<file path="config.mk">
export PLATFORM = sky130hd
export DESIGN_NAME = qdv_ctrl
export DESIGN_NICKNAME = d
export VERILOG_FILES = /design/src/rtl/core/qdv_pkg.sv /design/src/rtl/core/qdv_ctrl.sv
export SDC_FILE = /design/constraint.sdc
export NUM_CORES = 1
export LEC_CHECK = 0
export BUFFER_PORTS_ARGS = -buffer_cell sky130_fd_sc_hd__buf_4
export CAP_MARGIN = 15
export CORE_MARGIN = 3
export CORE_UTILIZATION = 35
export CTS_BUF_LIST = sky130_fd_sc_hd__clkbuf_4 sky130_fd_sc_hd__clkbuf_8
export CTS_CLUSTER_DIAMETER = 60
export DETAILED_ROUTE_END_ITERATION = 10
export PLACE_DENSITY = 0.64
export SLEW_MARGIN = 30
export SYNTH_ARGS = -nofsm -noshare
export SYNTH_HDL_FRONTEND = slang
export SYNTH_SLANG_ARGS = --single-unit
export TNS_END_PERCENT = 5
</file>
<file path="constraint.sdc">
create_clock -name clk -period 1.1 [get_ports clk]
set_input_delay 0 -clock clk [delete_from_list [all_inputs] [get_ports clk]]
set_output_delay 0 -clock clk [all_outputs]
set_load 0.02 [all_outputs]
</file>
<file path="src/rtl/core/qdv_pkg.sv">
// ============================================================================
// qdv_pkg
// Shared types and constants for the quadrature decoder with velocity.
// ============================================================================
`default_nettype none

package qdv_pkg;

    localparam int TS_W   = 48;
    localparam int CNT_W  = 32;
    localparam int ENC_W  = 2;
    localparam int PPR_W  = 16;
    localparam int WIN_W  = 24;

    // 60 * 1e6 * 256
    localparam logic [33:0] RPM_Q8_SCALE = 34'd15360000000;

    localparam logic [1:0] PIN_A    = 2'd0;
    localparam logic [1:0] PIN_B    = 2'd1;
    localparam logic [1:0] PIN_IDX  = 2'd2;
    localparam logic [1:0] PIN_NONE = 2'd3;

    localparam logic [2:0] REG_PPR  = 3'd0;
    localparam logic [2:0] REG_ABS  = 3'd1;
    localparam logic [2:0] REG_SWAP = 3'd2;
    localparam logic [2:0] REG_IDX  = 3'd3;
    localparam logic [2:0] REG_WIN  = 3'd4;
    localparam logic [2:0] REG_MIN  = 3'd5;

    typedef struct packed {
        logic [PPR_W-1:0] pulses_per_rev;
        logic             absolute_mode;
        logic             chan_swap;
        logic             index_enable;
        logic [WIN_W-1:0] velocity_window_us;
        logic [WIN_W-1:0] min_update_us;
    } cfg_t;

    // controller to datapath
    typedef struct packed {
        logic edge_apply;   // apply pin edge to state
        logic tick_start;   // latch tick, check interval
        logic scan_load;    // issue ring read for current scan index
        logic scan_eval;    // evaluate returned sample
        logic end_load;     // load newest and oldest samples
        logic mul_start;    // latch newest sample; start numerator and denominator
        logic div_step;     // one restoring division step
        logic vel_store;    // write velocity and last time
        logic time_store;   // write last time only
        logic snap;         // capture snapshot and clear flags
    } cmd_t;

    // datapath to controller
    typedef struct packed {
        logic due;          // interval passed
        logic scan_more;    // more samples to scan
        logic scan_hit;     // sample inside window
        logic found;
        logic dt_zero;
        logic div_done;
    } sts_t;

    // -1 reverse, +1 forward, 0 none; err for illegal jump
    function automatic logic [1:0] qdv_decode(input logic [3:0] code);
        logic [1:0] r;
        begin
            r = 2'b00;
            case (code)
                4'd1, 4'd7, 4'd8, 4'd14:  r = 2'b01;
                4'd2, 4'd4, 4'd11, 4'd13: r = 2'b10;
                4'd3, 4'd6, 4'd9, 4'd12:  r = 2'b11;
                default:                  r = 2'b00;
            endcase
            return r;
        end
    endfunction

endpackage

`default_nettype wire

</file>
<file path="src/rtl/core/qdv_ctrl.sv">
// ============================================================================
// qdv_ctrl
// Sequencer for edge updates, window scan, velocity division and snapshot.
// ============================================================================
`default_nettype none

module qdv_ctrl (
    input  wire logic           clk,
    input  wire logic           rst_n,
    input  wire logic           in_fire,
    input  wire logic           in_tick,
    input  wire logic           in_valid_enc,
    input  wire qdv_pkg::sts_t  sts,
    input  wire logic           out_free,
    output logic                busy,
    output qdv_pkg::cmd_t       cmd
);
    import qdv_pkg::*;

    typedef enum logic [3:0] {
        S_IDLE, S_EDGE, S_TICK, S_SREQ, S_SEVAL, S_ENDS, S_MUL, S_MUL2, S_DIV,
        S_VST, S_SNAP
    } state_t;

    state_t state_reg;

    assign busy = (state_reg != S_IDLE);

    always_comb
    begin
        cmd = '0;
        unique case (state_reg)
            S_IDLE:  ;
            S_EDGE:  cmd.edge_apply = 1'b1;
            S_TICK:  cmd.tick_start = 1'b1;
            S_SREQ:  cmd.scan_load  = 1'b1;
            S_SEVAL: cmd.scan_eval  = 1'b1;
            S_ENDS:  cmd.end_load   = 1'b1;
            S_MUL:   cmd.mul_start  = 1'b1;
            S_MUL2:  ;
            S_DIV:   cmd.div_step   = 1'b1;
            S_VST:   cmd.vel_store  = 1'b1;
            S_SNAP:  cmd.snap       = out_free;
            default: ;
        endcase
    end

    always_ff @(posedge clk or negedge rst_n)
    begin
        if (!rst_n)
        begin
            state_reg <= S_IDLE;
        end
        else
        begin
            unique case (state_reg)
                S_IDLE:
                    if (in_fire && in_valid_enc)
                        state_reg <= in_tick ? S_TICK : S_EDGE;
                S_EDGE:  state_reg <= S_IDLE;
                S_TICK:  state_reg <= sts.due ? (sts.scan_more ? S_SREQ : S_VST) : S_SNAP;
                S_SREQ:  state_reg <= S_SEVAL;
                S_SEVAL:
                    if (sts.scan_hit && sts.scan_more)
                        state_reg <= S_SREQ;
                    else if (sts.found || sts.scan_hit)
                        state_reg <= S_ENDS;
                    else
                        state_reg <= S_VST;
                S_ENDS:  state_reg <= S_MUL;
                S_MUL:   state_reg <= S_MUL2;
                S_MUL2:  state_reg <= sts.dt_zero ? S_VST : S_DIV;
                S_DIV:   if (sts.div_done) state_reg <= S_VST;
                S_VST:   state_reg <= S_SNAP;
                S_SNAP:  if (out_free) state_reg <= S_IDLE;
                default: state_reg <= S_IDLE;
            endcase
        end
    end

endmodule

`default_nettype wire

</file>
==> run metrics <==
unrepaired setup endpoints after global routing=yes; Core Region=0.00135 mm^2; Syn-to-layout area delta=97.4%; signal arrival time at the worst endpoint=approximately 1.4 ns; Die Span Y=44.6 um; NumNets Final=around 120; number of global-route vias before repair=around 680; share of synthesized flip-flops with an asynchronous set or reset=1.00; register area share after synthesis=0.192; starting utilization of the core area=0.386; worst ir drop on vdd=0.00143 V; worst setup skew after layout=around 0.0019 ns; dominant cell by count in the synthesized netlist=sky130_fd_sc_hd__nor2_1; mapped cell area=~520 um^2; number of max-cap violations=0; sequential power share=0.128; Critical Path Fanout Max=7; post-route non-filler standard cell count=about 130; final setup violation count=14; worst hold path class=in -> async; endpoints failing hold=0; share of total power in the clock network=0.088; Antenna Violating Nets Remaining=0; Logic pwr share=0.784; least setup slack across all paths after layout=-0.193 ns; Final Critical Period=1.29 ns; buffer type at the clock tree root=sky130_fd_sc_hd__clkbuf_4; Tcrit/Tclk final=1.18; Clk pin slew, worst setup/hold paths=~0.040 ns; worst-path cell chain=buf_4 -> and2_1 -> a32oi_1 -> o22a_1 -> nor2_1; flip-flop count of the largest register after layout=4; Sw Pwr=about 950 uW; leakage power total=0.000461 uW; number of DRC markers after the initial detailed-route iteration=12; number of warnings issued by yosys=0; Port Buffers=21; power density normalized to cell area=2130 mW/mm^2; diodes inserted=0; Placed Instances=between 100 and 150; drt first pass iters=4; violations in the final reports=negative setup slack; total detailed-routing wirelength=between 1.5 and 2 mm; buffer depth of the longest clock path=2; CTS H-tree depth=1; Die Footprint=between 0.0015 and 0.002 mm^2; global-route wire length before repair=2.93 mm; Hold Slack=0.0888 ns; sum of buffers and inverters on the critical path=1; Cell variety after synth=28; kind of cell adding the most delay to the critical path=flip-flops; net count of the mapped netlist=78; vias after detailed routing=just over 700; result of the run=finished with violations; most frequently used flop master after synthesis=sky130_fd_sc_hd__dfrtp_1; proportion of total power due to net switching=0.434; number of DRC violations after detailed routing=0; number of storage elements in the synthesis netlist=4; top cells by area, synth=sky130_fd_sc_hd__dfrtp_1, sky130_fd_sc_hd__buf_6, sky130_fd_sc_hd__nor2_1; share of layout cells above drive strength 1=0.718; synthesized area divided by synthesized cell count=roughly 7.9 um^2; GRT overflow=0; # IOs=23; half-perimeter wire length after detailed placement=~1.2 mm; most common library cells after synthesis=sky130_fd_sc_hd__nor2_1, sky130_fd_sc_hd__nor3_1, sky130_fd_sc_hd__a21oi_1; delay of the slowest cell on the worst path=between 0.4 and 0.5 ns; CP Launch Type=flop; DR WL/cell=about 15 um; critical path required time=between 1 and 1.5 ns; fraction of synthesized cell area taken by the top area cell type=0.192; last weighted congestion value of the routability-driven placer=about 0.79; number of clock buffers inserted by TritonCTS=3; max-slew violation count=0; achievable clock frequency=between 700 and 800 MHz; Cells after Synth=66; crit path max-delay cell type=sky130_fd_sc_hd__dfrtp_2; clock tree from TritonCTS=yes; number of standard-cell rows in the floorplan=13; antenna violations before repair=0; CP endpoint kind=flop; All-Layer GR Usage=0.206; horizontal extent of the die=between 40 and 50 um; Vias/cell=approximately 5.7; number of enable flip-flop cells after synthesis=0; clock latency on the worst-skew pair=0.24 ns; P_int=roughly 1200 uW; FF-to-FF setup slack=-0.19 ns; library cell with the largest summed area after synthesis=sky130_fd_sc_hd__dfrtp_1; Sinks on Clock Net=4; WS Path Type=reg -> reg; maximum number of pins on one net before global-route repair=12
## timing repair
item	in CTS	in global routing
pin swaps	2	2
gates cloned	0	0
hold endpoints to repair	5	0
setup endpoints to repair	14	14
hold buffers	2	0
buffers inserted	5	3
gates resized for setup	29	6
## per-stage QoR
step / worst slack [ns] / setup TNS [ns] / cell area, um^2 / total power (uW) / utilization
after floorplan: -0.208 / -0.869 / 527 / 1060 / -
after global placement: -0.177 / -0.985 / 785 / 1510 / 0.581
after detailed placement: -0.207 / -1.16 / 785 / 1520 / 0.581
after CTS: -0.184 / -2.11 / 980 / 2040 / 0.726
after global routing: -0.231 / -2.72 / 1030 / 2310 / 0.761
final: -0.193 / -2.19 / 1030 / 2190 / 0.761
## logic make-up after synthesis
kind of cell | after synthesis | share of synthesized area
AO/OA/AOI/OAI | 17 | 0.267
buffers and inverters | 8 | 0.144
flip-flops | 4 | 0.192
multiplexers | 1 | 0.0192
other | 1 | 0.00720
AND/OR/NAND/NOR | 35 | 0.370
## placed cells by master (no fill, tap or decap)
cell	instances
sky130_fd_sc_hd__buf_4	35
sky130_fd_sc_hd__buf_6	9
sky130_fd_sc_hd__nor3_2	6
sky130_fd_sc_hd__nor2_2	5
sky130_fd_sc_hd__nor2_1	5
sky130_fd_sc_hd__nand2b_4	4
sky130_fd_sc_hd__nand2_1	4
sky130_fd_sc_hd__a21oi_1	4
sky130_fd_sc_hd__dfrtp_2	4
sky130_fd_sc_hd__clkbuf_4	3
sky130_fd_sc_hd__nor3_4	2
sky130_fd_sc_hd__nand3_1	2
sky130_fd_sc_hd__o22a_1	2
sky130_fd_sc_hd__a21o_1	2
sky130_fd_sc_hd__a21oi_2	2
sky130_fd_sc_hd__dlygate4sd3_1	2
sky130_fd_sc_hd__buf_12	2
sky130_fd_sc_hd__nor2_4	1
sky130_fd_sc_hd__nand2_2	1
sky130_fd_sc_hd__nor3_1	1
sky130_fd_sc_hd__inv_1	1
sky130_fd_sc_hd__o221a_2	1
sky130_fd_sc_hd__o31ai_4	1
sky130_fd_sc_hd__nand3b_2	1
sky130_fd_sc_hd__o32ai_1	1
sky130_fd_sc_hd__and2_1	1
sky130_fd_sc_hd__a32oi_1	1
sky130_fd_sc_hd__or2_1	1
sky130_fd_sc_hd__a2111oi_2	1
sky130_fd_sc_hd__nor4b_4	1
sky130_fd_sc_hd__o22ai_1	1
sky130_fd_sc_hd__mux2i_1	1
sky130_fd_sc_hd__o21ai_1	1
sky130_fd_sc_hd__conb_1	1
## area by class of cell
type / instances / area (um^2)
multi-input cells: 54 / 453
clock buffers: 3 / 22.5
flip-flops and latches: 4 / 105
fillers: 97 / 323
inverters: 1 / 3.75
repair buffers: 48 / 424
well taps: 15 / 18.8
## path summary, 6_finish.rpt
kind	from	to	cells past startpoint
max	state_reg[1]	state_reg[0]	5
min	rst_n	state_reg[2]	2
max reg2reg	state_reg[1]	state_reg[0]	5
min reg2reg	state_reg[3]	state_reg[3]	3
max in group asynchronous	rst_n	state_reg[1]	2
min in group clk	sts[0]	state_reg[3]	4
## power groups by stage
stage / registers, uW / logic (uW) / clock network, uW
6_report: 280 / 1710 / 192
5_1_grt: 285 / 1830 / 197
4_1_cts: 291 / 1560 / 193
3_5_place_dp: 289 / 1230 / 0
3_3_place_gp: 287 / 1220 / 0
2_1_floorplan: 231 / 824 / 0
## routing by layer
layer  track usage  vias to the layer above  part of all wire
met5             0                        -                 0
li1              -                      323                 -
met4         0.151                        0             0.026
met1         0.217                      337              0.35
met2         0.370                       41              0.55
met3        0.0244                        6             0.073
Power figures use the tool's default switching activity.
